### src/rtl/bts_pkg.sv
// Shared types and constants of the byte-time token bucket shaper.
`timescale 1ns / 1ps
`default_nettype none

package bts_pkg;

   // Operation codes of an input item.
   localparam logic OP_TIME   = 1'b0;
   localparam logic OP_PACKET = 1'b1;

   // Configuration port geometry and register indexes.
   localparam int CSR_INDEX_W = 8;
   localparam int CSR_DATA_W  = 32;
   localparam logic [CSR_INDEX_W-1:0] CSR_PERIOD_BYTES       = 8'd0;
   localparam logic [CSR_INDEX_W-1:0] CSR_CREDITS_PER_PERIOD = 8'd1;
   localparam logic [CSR_INDEX_W-1:0] CSR_BUCKET_SIZE        = 8'd2;
   localparam logic [CSR_INDEX_W-1:0] CSR_FRAME_OVERHEAD     = 8'd3;

   // Field and state widths.
   localparam int TIME_W   = 64;
   localparam int CREDIT_W = 32;
   localparam int ELAPSED_W = 32;
   localparam int LENGTH_W = 16;
   localparam int OVH_W    = 8;
   localparam int COST_W   = 17;

   // Reset values of the configuration registers.
   localparam logic [31:0] RST_PERIOD_BYTES       = 32'd1;
   localparam logic [31:0] RST_CREDITS_PER_PERIOD = 32'd1;
   localparam logic [31:0] RST_BUCKET_SIZE        = 32'd4096;
   localparam logic [7:0]  RST_FRAME_OVERHEAD     = 8'd24;
   localparam logic [31:0] RST_CREDITS            = RST_BUCKET_SIZE / 2;

   // Divider: 64-bit dividend, 32-bit divisor, two quotient bits per cycle.
   localparam int DIV_BITS_PER_CYCLE = 2;
   localparam int DIV_CYCLES         = TIME_W / DIV_BITS_PER_CYCLE;
   localparam int DIV_CNT_W          = $clog2(DIV_CYCLES);

   typedef struct packed {
      logic                start;
      logic [TIME_W-1:0]   dividend;
      logic [31:0]         divisor;
   } bts_div_req_type;

   typedef struct packed {
      logic                busy;
      logic                done;
      logic [TIME_W-1:0]   quotient;
      logic [31:0]         remainder;
   } bts_div_rsp_type;

endpackage

`default_nettype wire

### src/rtl/bts_ifs.sv
// Valid/ready channel interfaces for requests and responses of the shaper.
`timescale 1ns / 1ps
`default_nettype none

interface bts_req_if;
   logic        valid;
   logic        ready;
   logic        operation;
   logic [31:0] elapsed_bytes;
   logic [15:0] packet_length;

   modport source (output valid, output operation, output elapsed_bytes,
                   output packet_length, input ready);
   modport sink   (input valid, input operation, input elapsed_bytes,
                   input packet_length, output ready);
endinterface

interface bts_rsp_if;
   logic        valid;
   logic        ready;
   logic        granted;
   logic [31:0] credits_left;

   modport source (output valid, output granted, output credits_left, input ready);
   modport sink   (input valid, input granted, input credits_left, output ready);
endinterface

`default_nettype wire

### src/rtl/bts_div.sv
// Iterative 64-by-32 unsigned divider, two quotient bits per cycle.
`timescale 1ns / 1ps
`default_nettype none

module bts_div
   import bts_pkg::*;
(
   input  wire logic            clock,
   input  wire logic            reset,
   input  wire bts_div_req_type div_req,
   output wire bts_div_rsp_type div_rsp
);

   logic [TIME_W-1:0]    quot_ff, quot_in;
   logic [31:0]          rem_ff, rem_in;
   logic [31:0]          divisor_ff, divisor_in;
   logic [DIV_CNT_W-1:0] cnt_ff, cnt_in;
   logic                 busy_ff, busy_in;
   logic                 done_ff, done_in;

   logic [TIME_W-1:0]    quot_step;
   logic [31:0]          rem_step;

   // Restoring division: shift a dividend bit into the remainder, subtract
   // when the divisor fits and record a one in the quotient.
   always_comb begin
      logic [32:0] trial;
      quot_step = quot_ff;
      rem_step  = rem_ff;
      for (int k = 0; k < DIV_BITS_PER_CYCLE; k++) begin
         trial     = {rem_step, quot_step[TIME_W-1]};
         quot_step = {quot_step[TIME_W-2:0], 1'b0};
         if (trial >= {1'b0, divisor_ff}) begin
            trial        = trial - {1'b0, divisor_ff};
            quot_step[0] = 1'b1;
         end
         rem_step = trial[31:0];
      end
   end

   always_comb begin
      quot_in    = quot_ff;
      rem_in     = rem_ff;
      divisor_in = divisor_ff;
      cnt_in     = cnt_ff;
      busy_in    = busy_ff;
      done_in    = 1'b0;
      if (div_req.start) begin
         quot_in    = div_req.dividend;
         rem_in     = '0;
         divisor_in = div_req.divisor;
         cnt_in     = '0;
         busy_in    = 1'b1;
      end else if (busy_ff) begin
         quot_in = quot_step;
         rem_in  = rem_step;
         cnt_in  = cnt_ff + DIV_CNT_W'(1);
         if (cnt_ff == DIV_CNT_W'(DIV_CYCLES - 1)) begin
            busy_in = 1'b0;
            done_in = 1'b1;
         end
      end
   end

   always_ff @(posedge clock) begin
      if (reset) begin
         cnt_ff  <= '0;
         busy_ff <= 1'b0;
         done_ff <= 1'b0;
      end else begin
         cnt_ff  <= cnt_in;
         busy_ff <= busy_in;
         done_ff <= done_in;
      end
      quot_ff    <= quot_in;
      rem_ff     <= rem_in;
      divisor_ff <= divisor_in;
   end

   assign div_rsp.busy      = busy_ff;
   assign div_rsp.done      = done_ff;
   assign div_rsp.quotient  = quot_ff;
   assign div_rsp.remainder = rem_ff;

endmodule

`default_nettype wire

### src/rtl/byte_time_token_bucket_shaper_top.sv
// Top level of the byte-time token bucket shaper: sequencer, state and ports.
// A packet item passes from idle through the division, sum, charge and output states
// before the next item can be accepted. A time item goes straight to the output
// state and a packet item with a zero refill period straight to the charge state; an
// unclaimed result still in the output register stretches any item by its wait.
// Synchronous reset restores register defaults, zero times and half-bucket credits.
`timescale 1ns / 1ps
`default_nettype none

module byte_time_token_bucket_shaper_top
   import bts_pkg::*;
(
   input  wire logic                   clock,
   input  wire logic                   reset,
   bts_req_if.sink                     req_ch,
   bts_rsp_if.source                   rsp_ch,
   input  wire logic                   csr_we,
   input  wire logic [CSR_INDEX_W-1:0] csr_index,
   input  wire logic [CSR_DATA_W-1:0]  csr_wdata
);

   // Sequencer states.
   localparam logic [2:0] ST_IDLE = 3'd0;  // waiting for an item
   localparam logic [2:0] ST_DIV  = 3'd1;  // divider computes whole periods
   localparam logic [2:0] ST_SUM  = 3'd2;  // add refill credits and clamp
   localparam logic [2:0] ST_CHG  = 3'd3;  // grant check and charge
   localparam logic [2:0] ST_OUT  = 3'd4;  // hand result to output register

   logic [2:0]          state_ff, state_in;

   // Configuration registers.
   logic [31:0]         period_bytes_ff, period_bytes_in;
   logic [31:0]         credits_per_period_ff, credits_per_period_in;
   logic [31:0]         bucket_size_ff, bucket_size_in;
   logic [OVH_W-1:0]    frame_overhead_ff, frame_overhead_in;

   // Shaper state.
   logic [TIME_W-1:0]   port_time_ff, port_time_in;
   logic [TIME_W-1:0]   wall_time_ff, wall_time_in;
   logic [TIME_W-1:0]   bucket_time_ff, bucket_time_in;
   logic [CREDIT_W-1:0] credits_ff, credits_in;

   // Per-item working registers.
   logic [COST_W-1:0]   cost_ff, cost_in;
   logic [TIME_W-1:0]   prod_ff, prod_in;
   logic                sat_ff, sat_in;
   logic                granted_ff, granted_in;

   // Output register.
   logic                rsp_valid_ff, rsp_valid_in;
   logic                rsp_granted_ff, rsp_granted_in;
   logic [CREDIT_W-1:0] rsp_credits_ff, rsp_credits_in;

   bts_div_req_type     div_req;
   bts_div_rsp_type     div_rsp;

   logic                req_xfer;
   logic [TIME_W-1:0]   wall_sum;
   logic [TIME_W-1:0]   refill_total;

   // The divider turns elapsed port time into whole refill periods.
   bts_div u_div (
      .clock   (clock),
      .reset   (reset),
      .div_req (div_req),
      .div_rsp (div_rsp)
   );

   // A new item is taken only when the sequencer is idle. The output register
   // lets an item be accepted while the previous result is still unclaimed.
   assign req_ch.ready = (state_ff == ST_IDLE);
   assign req_xfer     = req_ch.valid && (state_ff == ST_IDLE);

   assign wall_sum     = wall_time_ff + {32'b0, req_ch.elapsed_bytes};
   assign refill_total = {32'b0, credits_ff} + prod_ff;

   always_comb begin
      state_in              = state_ff;
      period_bytes_in       = period_bytes_ff;
      credits_per_period_in = credits_per_period_ff;
      bucket_size_in        = bucket_size_ff;
      frame_overhead_in     = frame_overhead_ff;
      port_time_in          = port_time_ff;
      wall_time_in          = wall_time_ff;
      bucket_time_in        = bucket_time_ff;
      credits_in            = credits_ff;
      cost_in               = cost_ff;
      prod_in               = prod_ff;
      sat_in                = sat_ff;
      granted_in            = granted_ff;
      rsp_valid_in          = rsp_valid_ff;
      rsp_granted_in        = rsp_granted_ff;
      rsp_credits_in        = rsp_credits_ff;

      // The divider always works on the elapsed port time since the last
      // refill; the start pulse is raised only for a packet item.
      div_req.start    = 1'b0;
      div_req.dividend = port_time_ff - bucket_time_ff;
      div_req.divisor  = period_bytes_ff;

      // Register writes; indexes beyond the list are ignored.
      if (csr_we) begin
         case (csr_index)
            CSR_PERIOD_BYTES:       period_bytes_in       = csr_wdata;
            CSR_CREDITS_PER_PERIOD: credits_per_period_in = csr_wdata;
            CSR_BUCKET_SIZE:        bucket_size_in        = csr_wdata;
            CSR_FRAME_OVERHEAD:     frame_overhead_in     = csr_wdata[OVH_W-1:0];
            default: ;
         endcase
      end

      // A transfer on the result channel frees the output register.
      if (rsp_valid_ff && rsp_ch.ready) begin
         rsp_valid_in = 1'b0;
      end

      case (state_ff)
         ST_IDLE: begin
            if (req_xfer) begin
               granted_in = 1'b0;
               if (req_ch.operation == OP_TIME) begin
                  // Advance wall time; port time never lags behind it.
                  wall_time_in = wall_sum;
                  if (port_time_ff < wall_sum) begin
                     port_time_in = wall_sum;
                  end
                  state_in = ST_OUT;
               end else begin
                  cost_in = COST_W'(req_ch.packet_length) + COST_W'(frame_overhead_ff);
                  if (period_bytes_ff == '0) begin
                     // A zero period disables refill altogether.
                     state_in = ST_CHG;
                  end else begin
                     div_req.start = 1'b1;
                     state_in      = ST_DIV;
                  end
               end
            end
         end
         ST_DIV: begin
            if (div_rsp.done) begin
               // Moving bucket time by the whole periods lands it exactly
               // the remainder short of port time.
               bucket_time_in = port_time_ff - {32'b0, div_rsp.remainder};
               prod_in  = {32'b0, div_rsp.quotient[31:0]} *
                          {32'b0, credits_per_period_ff};
               sat_in   = (div_rsp.quotient[TIME_W-1:32] != '0) &&
                          (credits_per_period_ff != '0);
               state_in = ST_SUM;
            end
         end
         ST_SUM: begin
            // 2^32 or more periods with a nonzero rate always fill the
            // bucket; otherwise the sum cannot wrap in 64 bits.
            if (sat_ff || (refill_total > {32'b0, bucket_size_ff})) begin
               credits_in = bucket_size_ff;
            end else begin
               credits_in = refill_total[CREDIT_W-1:0];
            end
            state_in = ST_CHG;
         end
         ST_CHG: begin
            if ({15'b0, cost_ff} <= credits_ff) begin
               credits_in   = credits_ff - {15'b0, cost_ff};
               port_time_in = port_time_ff + {47'b0, cost_ff};
               granted_in   = 1'b1;
            end
            state_in = ST_OUT;
         end
         ST_OUT: begin
            if (!rsp_valid_ff || rsp_ch.ready) begin
               rsp_valid_in   = 1'b1;
               rsp_granted_in = granted_ff;
               rsp_credits_in = credits_ff;
               state_in       = ST_IDLE;
            end
         end
         default: begin
            state_in = ST_IDLE;
         end
      endcase
   end

   always_ff @(posedge clock) begin
      if (reset) begin
         state_ff              <= ST_IDLE;
         period_bytes_ff       <= RST_PERIOD_BYTES;
         credits_per_period_ff <= RST_CREDITS_PER_PERIOD;
         bucket_size_ff        <= RST_BUCKET_SIZE;
         frame_overhead_ff     <= RST_FRAME_OVERHEAD;
         port_time_ff          <= '0;
         wall_time_ff          <= '0;
         bucket_time_ff        <= '0;
         credits_ff            <= RST_CREDITS;
         rsp_valid_ff          <= 1'b0;
      end else begin
         state_ff              <= state_in;
         period_bytes_ff       <= period_bytes_in;
         credits_per_period_ff <= credits_per_period_in;
         bucket_size_ff        <= bucket_size_in;
         frame_overhead_ff     <= frame_overhead_in;
         port_time_ff          <= port_time_in;
         wall_time_ff          <= wall_time_in;
         bucket_time_ff        <= bucket_time_in;
         credits_ff            <= credits_in;
         rsp_valid_ff          <= rsp_valid_in;
      end
      cost_ff        <= cost_in;
      prod_ff        <= prod_in;
      sat_ff         <= sat_in;
      granted_ff     <= granted_in;
      rsp_granted_ff <= rsp_granted_in;
      rsp_credits_ff <= rsp_credits_in;
   end

   assign rsp_ch.valid        = rsp_valid_ff;
   assign rsp_ch.granted      = rsp_granted_ff;
   assign rsp_ch.credits_left = rsp_credits_ff;

`ifndef SYNTHESIS
   // The divider reports completion only to a sequencer that waits for it.
   a_div_done_in_div: assert property (@(posedge clock) disable iff (reset)
      div_rsp.done |-> (state_ff == ST_DIV))
      else $error("divider finished outside the division state");

   // After a refill the bucket time trails port time by less than one period.
   a_bucket_time_close: assert property (@(posedge clock) disable iff (reset)
      (state_ff == ST_DIV && div_rsp.done) |=>
         ((port_time_ff - bucket_time_ff) < {32'b0, period_bytes_ff}))
      else $error("bucket time not within one period of port time");

   // A refill never leaves more credits than the bucket holds.
   a_refill_clamped: assert property (@(posedge clock) disable iff (reset)
      (state_ff == ST_SUM) |=> (credits_ff <= bucket_size_ff))
      else $error("credits exceed bucket size after refill");

   // A time item leaves port time at or above wall time.
   a_port_not_behind: assert property (@(posedge clock) disable iff (reset)
      (req_xfer && req_ch.operation == OP_TIME) |=> (port_time_ff >= wall_time_ff))
      else $error("port time lags wall time after a time item");
`endif

endmodule

`default_nettype wire

### src/flat_wrapper.sv
// flat-port wrapper written by rule: the top's interface ports become plain ports
module byte_time_token_bucket_shaper_top_flat import bts_pkg::*;
  (clock, reset, csr_we, csr_index, csr_wdata, req_ch_valid, req_ch_operation, req_ch_elapsed_bytes, req_ch_packet_length, req_ch_ready, rsp_ch_valid, rsp_ch_granted, rsp_ch_credits_left, rsp_ch_ready);
  bts_req_if req_ch_i ();
  bts_rsp_if rsp_ch_i ();
  input  wire logic clock;
  input  wire logic reset;
  input  wire logic csr_we;
  input  wire logic [CSR_INDEX_W-1:0] csr_index;
  input  wire logic [CSR_DATA_W-1:0] csr_wdata;
  input wire logic [$bits(req_ch_i.valid)-1:0] req_ch_valid;
  input wire logic [$bits(req_ch_i.operation)-1:0] req_ch_operation;
  input wire logic [$bits(req_ch_i.elapsed_bytes)-1:0] req_ch_elapsed_bytes;
  input wire logic [$bits(req_ch_i.packet_length)-1:0] req_ch_packet_length;
  output wire logic [$bits(req_ch_i.ready)-1:0] req_ch_ready;
  output wire logic [$bits(rsp_ch_i.valid)-1:0] rsp_ch_valid;
  output wire logic [$bits(rsp_ch_i.granted)-1:0] rsp_ch_granted;
  output wire logic [$bits(rsp_ch_i.credits_left)-1:0] rsp_ch_credits_left;
  input wire logic [$bits(rsp_ch_i.ready)-1:0] rsp_ch_ready;
  assign req_ch_i.valid = req_ch_valid;
  assign req_ch_i.operation = req_ch_operation;
  assign req_ch_i.elapsed_bytes = req_ch_elapsed_bytes;
  assign req_ch_i.packet_length = req_ch_packet_length;
  assign req_ch_ready = req_ch_i.ready;
  assign rsp_ch_valid = rsp_ch_i.valid;
  assign rsp_ch_granted = rsp_ch_i.granted;
  assign rsp_ch_credits_left = rsp_ch_i.credits_left;
  assign rsp_ch_i.ready = rsp_ch_ready;
  byte_time_token_bucket_shaper_top u_core (.clock(clock), .reset(reset), .req_ch(req_ch_i), .rsp_ch(rsp_ch_i), .csr_we(csr_we), .csr_index(csr_index), .csr_wdata(csr_wdata));
endmodule
### config.mk
export PLATFORM = sky130hd
export DESIGN_NAME = byte_time_token_bucket_shaper_top_flat
export DESIGN_NICKNAME = d
export VERILOG_FILES = /design/src/rtl/bts_pkg.sv /design/src/rtl/bts_ifs.sv /design/src/rtl/bts_div.sv /design/src/rtl/byte_time_token_bucket_shaper_top.sv /design/src/flat_wrapper.sv
export SDC_FILE = /design/constraint.sdc
export NUM_CORES = 2
export LEC_CHECK = 0
export ABC_AREA = 1
export BUFFER_PORTS_ARGS = -buffer_cell sky130_fd_sc_hd__buf_2
export CELL_PAD_IN_SITES_DETAIL_PLACEMENT = 0
export CELL_PAD_IN_SITES_GLOBAL_PLACEMENT = 2
export CORE_MARGIN = 8
export CORE_UTILIZATION = 35
export DETAILED_ROUTE_END_ITERATION = 10
export PLACE_DENSITY_LB_ADDON = 0.2
export SLEW_MARGIN = 15
export SYNTH_ARGS = -nofsm -noshare
export SYNTH_HDL_FRONTEND = slang
export SYNTH_SLANG_ARGS = --single-unit
### constraint.sdc
create_clock -name clock -period 6.9 [get_ports clock]
set_input_delay 0.345 -clock clock [delete_from_list [all_inputs] [get_ports clock]]
set_output_delay 0.345 -clock clock [all_outputs]
set_load 0.02 [all_outputs]
# After elaboration in Yosys (flattened, before gate mapping)

Cells that the tools add are included.

Logic and storage cells: 116
Bits in registers: 583
Bits of input ports: 94
Output and inout bits: 35

Order comparisons: 5
Bitwise gates (word level): 2
Multipliers: 1
Add/subtract/negate cells: 10
Eq/ne operators: 14
Reduce and logical (&&, ||, !) cells: 28
Multiplexer cells: 34

Operator list:

| cell                                                             | number |
|---|---|
| 64-bit 2-to-1 mux                                                | 6 |
| 32-bit 2-to-1 mux                                                | 4 |
| 64-bit case mux with 2 select lines                              | 1 |
| 33-bit by 32-bit greater-or-equal comparator with 1-bit output   | 2 |
| 32-bit by 64-bit adder with 64-bit output                        | 1 |
| 64-bit by 17-bit adder with 64-bit output                        | 1 |
| 64-bit by 32-bit adder with 64-bit output                        | 1 |
| 64-bit by 32-bit greater-than comparator with 1-bit output       | 1 |
| 64-bit < comparator                                              | 1 |
| 32-bit by 32-bit multiplier with 64-bit output                   | 1 |
| 32-bit case mux with 2 select lines                              | 1 |
| 32-bit nonzero test                                              | 2 |
| 32-bit subtractor                                                | 2 |
| 64-bit by 32-bit subtractor with 64-bit output                   | 1 |
| 64-bit subtractor                                                | 1 |
| 17-bit by 32-bit less-or-equal comparator with 1-bit output      | 1 |
| 32-bit logical NOT                                               | 1 |
| 32-bit by 17-bit subtractor with 32-bit output                   | 1 |
| 16-bit by 8-bit adder with 17-bit output                         | 1 |
| 8-bit by 2-bit == test with 1-bit output (second input constant) | 2 |
| 1-bit 2-to-1 mux                                                 | 15 |
| 3-bit case mux with 5 select lines                               | 1 |
| 2-bit AND reduction                                              | 7 |
| 3-bit 2-to-1 mux                                                 | 4 |
| 21 further kinds                                                 | 35 |

# Depth between registers and ports, before layout

Word-level depth: 6
Gate-level depth with buffers: 36
Gate-level depth less buffers: 34

# Modules after synthesis

Synthesis repeated with hierarchy kept, for this count alone.

Cells, all modules: 11650
Area, all modules: 81665.8 µm²

Modules (own cells, without submodules):

| module                            | sequential area each (µm²) | area each (µm²) | instances | cells an instance |
|---|---|---|---|---|
| byte_time_token_bucket_shaper_top | 10129.7                    | 71300.9         | 1         | 10127 |
| bts_div                           | 3663.5                     | 10364.9         | 1         | 1523 |

# Worst setup path before layout

OpenSTA, ideal clock, no wires.

Kind: reg2reg
From: reg u_core.u_div.quot_ff[15]
To: reg u_core.prod_ff[58] (data pin)
Clock period less this slack: 6.926 ns
Arrival: 6.667 ns
Data required time: 6.640 ns
Slack: -0.026 ns
Cell stages (with the launch flop): 33
Library setup time: 0.260 ns
Path buffers: 2
Cells stage by stage: edfxtp_1 clkbuf_1 clkbuf_1 nand2_1 inv_1 fa_1 fa_1 inv_1 fa_1 fa_1 fa_1 inv_1 fa_1 fa_1 inv_1 fa_1 inv_1 ha_1 nand2_1 inv_1 a21oi_1 inv_1 a21oi_1 o21ai_0 a21oi_1 inv_1 nand2_1 nand2_1 nand2_1 o211ai_1 nand2_1 nand3_1 xor2_1

Longest elaborated chain between the ends: 1

RTL lines:

| element                                        | line                                     | RTL |
|---|---|---|
| from (decl)                                    | bts_div.sv:14                            | `logic [TIME_W-1:0] quot_ff, quot_in;` |
| from (signal assigned)                         | bts_div.sv:75                            | `quot_ff <= quot_in;` |
| 32-bit by 32-bit multiplier with 64-bit output | byte_time_token_bucket_shaper_top.sv:145 | `prod_in = {32'b0, div_rsp.quotient[31:0]} *` |
| to (signal assigned)                           | byte_time_token_bucket_shaper_top.sv:209 | `prod_ff <= prod_in;` |
| to (decl)                                      | byte_time_token_bucket_shaper_top.sv:45  | `logic [TIME_W-1:0] prod_ff, prod_in;` |

No other way between the ends.
A chain may end at the register's enable or synchronous reset.

# Worst setup path in the final report

From: reg u_core.u_div.quot_ff[16]
To: reg u_core.prod_ff[55] (data pin)

Same word-level chain as after synthesis.

==> impl_metrics.csv <==
group,metric,value,unit
synth,synth_ff_type,"dfxtp_1",
finish,drive_above_1_share,0.1085,
floorplan,die_area,245500,sq um
power_and_ir_drop,p_clk_frac,0.161,
synth,yosys.area.top_type_share,0.2252,
synth,yosysSeqAreaShare,0.1714,
finish,n_fill_cell,24130,
run_status,status,"complete, but fails checks",
synth,synth_area_leaders,"fa_1, inv_1, nand2_1, ha_1, dfxtp_1",
drt,ant_nets,0,
floorplan,start_util,0.3510,
power_and_ir_drop,switching_share,0.5450,
run_status,violations,"negative setup slack",
timing,period_share,1.042,
synth,synth.avg_cell_area,7.101,sq um
place,gp_congestion,0.9478,
grt,antenna_found_initial,9,
cts,clk_pin_slew_worst_paths,0.07,ns
synth,yosys_warnings,0,
grt,grt.total_usage,0.2544,
finish,areaGrowthSynthToFinish,15.90,%
worst_setup_path,worstSetupEndpointType,"register",
worst_setup_path,crit_start,"u_core.u_div.quot_ff[16]",
drt,avgViaCountPerCell,4.922,
cts,cts_buffers,81,
cts,cts.sinks,583,
drt,dr.pass1.iters,6,
grt,grt_pass1_vias,75630,
floorplan,design.core.area,229200,sq um
synth,yosysMostFrequentCell,"inv_1",
hold_path,holdCritPathClass,"input port to register",
place,placed_cells,14580,
finish,multi_input_area,56590,sq um
synth,synthArstFlopShare,0,
timing,hold_ws,0.05990,ns
timing,tightest_slew,1.246,ns
place,place_ws,-0.5751,ns
timing,fin_ws,-0.2928,ns
drt,drt_iter0_markers,4385,
worst_setup_path,worstSetupPathType,"register to register",
power_and_ir_drop,intPower,12.60,mW
power_and_ir_drop,power_density,296.9,nW/um^2
power_and_ir_drop,finalPower,27.68,mW
worst_setup_path,worst_path_most_repeated_cell,"fa_1",
grt,grt_overflow,0,
timing,max_slew_margin,0.1633,
floorplan,pin_count,129,
grt,grt_max_degree,143,
timing,rsz0062_at_grt,"true",
worst_setup_path,path_max_fanout,8,
power_and_ir_drop,switchingPower,15.09,mW
synth,synth_cells,11330,
synth,synth_largest_area_cell,"fa_1",
floorplan,rows,176,
finish,seq_area,13810,sq um
finish,finalNonFillerCells,14830,
timing,setup_viol,29,
synth,synth_cell_type_count,61,
drt,wl_per_cell,21.25,um
timing,finalHoldViolCount,0,
power_and_ir_drop,ir_worst_vdd,0.3231,mV
timing,skew,0.04214,ns
power_and_ir_drop,p_seq_frac,0.176,
drt,drcViolationCount,0,
synth,synth_edf_count,212,
grt,grt_pass1_wl,474.2,mm
synth,synthesis.nets,12950,
worst_setup_path,r2r-start,"u_core.u_div.quot_ff[16]",
worst_setup_path,startpoint_type,"register",
drt,vias,72990,
worst_setup_path,slowest_delay,0.57,ns
worst_setup_path,cp_slowest_cell,"fa_1",
timing,maxSlewViolCount,0,
worst_setup_path,worstPathArrival,7.66,ns
place,numPortBuffers,128,
floorplan,die_w,495.5,um
place,dp_hpwl,266.8,mm
floorplan,die_y,495.5,um
cts,clock-root-buffer,"clkbuf_16",
drt,wirelength,315.1,mm
synth,synth_seq_cells,583,
timing,post-route-min-period,7.193,ns
timing,fmax,139.0,MHz
power_and_ir_drop,p_leak,49.51,nW
synth,syn_area,80460,sq um
power_and_ir_drop,pwr-share-comb,0.663,
cts,cts.path.max_buffers,3,
cts,htree_levels,3,
hold_path,hold_start,"req_ch_packet_length[0]",
cts,tritoncts,"done",
finish,num-nets-final,13350,
synth,netlist_top_cells_count,"inv_1, nand2_1, fa_1, nor2_1, a21oi_1",
worst_setup_path,required,7.37,ns
flow_run,cap_violations,0,
cts,insertion_delay,0.72,ns
[per-stage QoR]
step | cell area (sq um) | setup TNS (ns) | utilization
final | 93250 | -3.896 | 0.4068
after global routing | 93240 | -11.12 | 0.4068
after CTS | 92250 | -3.680 | 0.4024
after detailed placement | 87950 | -12.15 | 0.3836
after global placement | 87950 | -12.28 | 0.3836
after floorplan | 80460 | 0 | -
[kinds of logic after synthesis]
logic type | share of synthesized area
compound gates | 0.1095
xor+xnor | 0.03930
fa+ha+maj | 0.3224
buf+inv | 0.1438
flops | 0.1714
simple gates | 0.2136
[path summary, 6_finish.rpt]
check	slack, ns	end	depth (start not counted)
hold reg to reg	0.44	u_core.rsp_ch.granted	0
setup / recovery	-0.29	u_core.prod_ff[55]	29
setup reg to reg	-0.29	u_core.prod_ff[55]	29
hold / removal	0.06	u_core.cost_ff[0]	2
[routing by layer]
layer | GRT usage | share of wire | wire length (um) | vias to the layer above
met3 | 0.02902 | 0.039 | 12420 | 464
met4 | 0.1188 | 0.055 | 17420 | 6
met1 | 0.2996 | 0.40 | 126800 | 35360
li1 | - | - | - | 35660
met2 | 0.4609 | 0.50 | 158400 | 1496
met5 | 0 | 0.00012 | 37 | -
[sequential cells by signal, summed over array words and instances, names as in the netlist, 64 cells and up]
name and cells:
u_core.bucket_time_ff 64, u_core.port_time_ff 64, u_core.prod_ff 64, u_core.u_div.quot_ff 64, u_core.wall_time_ff 64
[power by group through the flow]
stage	clock network (mW)	registers [mW]	logic, mW
5_1_grt	4.69	4.91	20.3
6_report	4.46	4.88	18.4
3_5_place_dp	0	4.96	17.6
2_1_floorplan	0	4.53	11.4
3_3_place_gp	0	4.96	17.7
4_1_cts	4.57	4.89	18.0
[layout make-up]
type	count	share of cell area
Multi-Input combinational cell	7684	0.6069
Sequential cell	583	0.1481
Inverter	2632	0.1060
Timing Repair Buffer	748	0.06910
Tap cell	3026	0.04060
Clock buffer	111	0.02415
Clock inverter	41	0.005099
Antenna cell	3	0.00008051
[what timing repair did]
action,CTS,global route
endpoints found under the setup margin,37,43
buffers inserted,51,39
pin swaps,61,113
cloned,3,2
endpoints found under the hold margin,13,0
hold buffers,13,0
resized for setup,278,236
[worst max-delay path, delay by kind of cell, from the launching register on]
family          cells  cell delay [ns]
compound gates      4             0.61
simple gates        4             0.35
flops               1             0.50
buf+inv            11             0.94
xor+xnor            1             0.13
fa+ha+maj           9             4.36
[cell usage in the layout, fill, tap and decap left out, types with 117 or more instances in the layout]
master    instances
xor2_1          241
a21oi_1         618
o21ai_0         556
nor3_1          117
edfxtp_1        212
nand3_1         363
nor2_1          811
fa_1            858
dfxtp_1         361
nand2_1        2511
inv_1          2539
buf_2           128
ha_1            604
buf_4           460
Note: power is estimated with default switching activity, not from simulation.
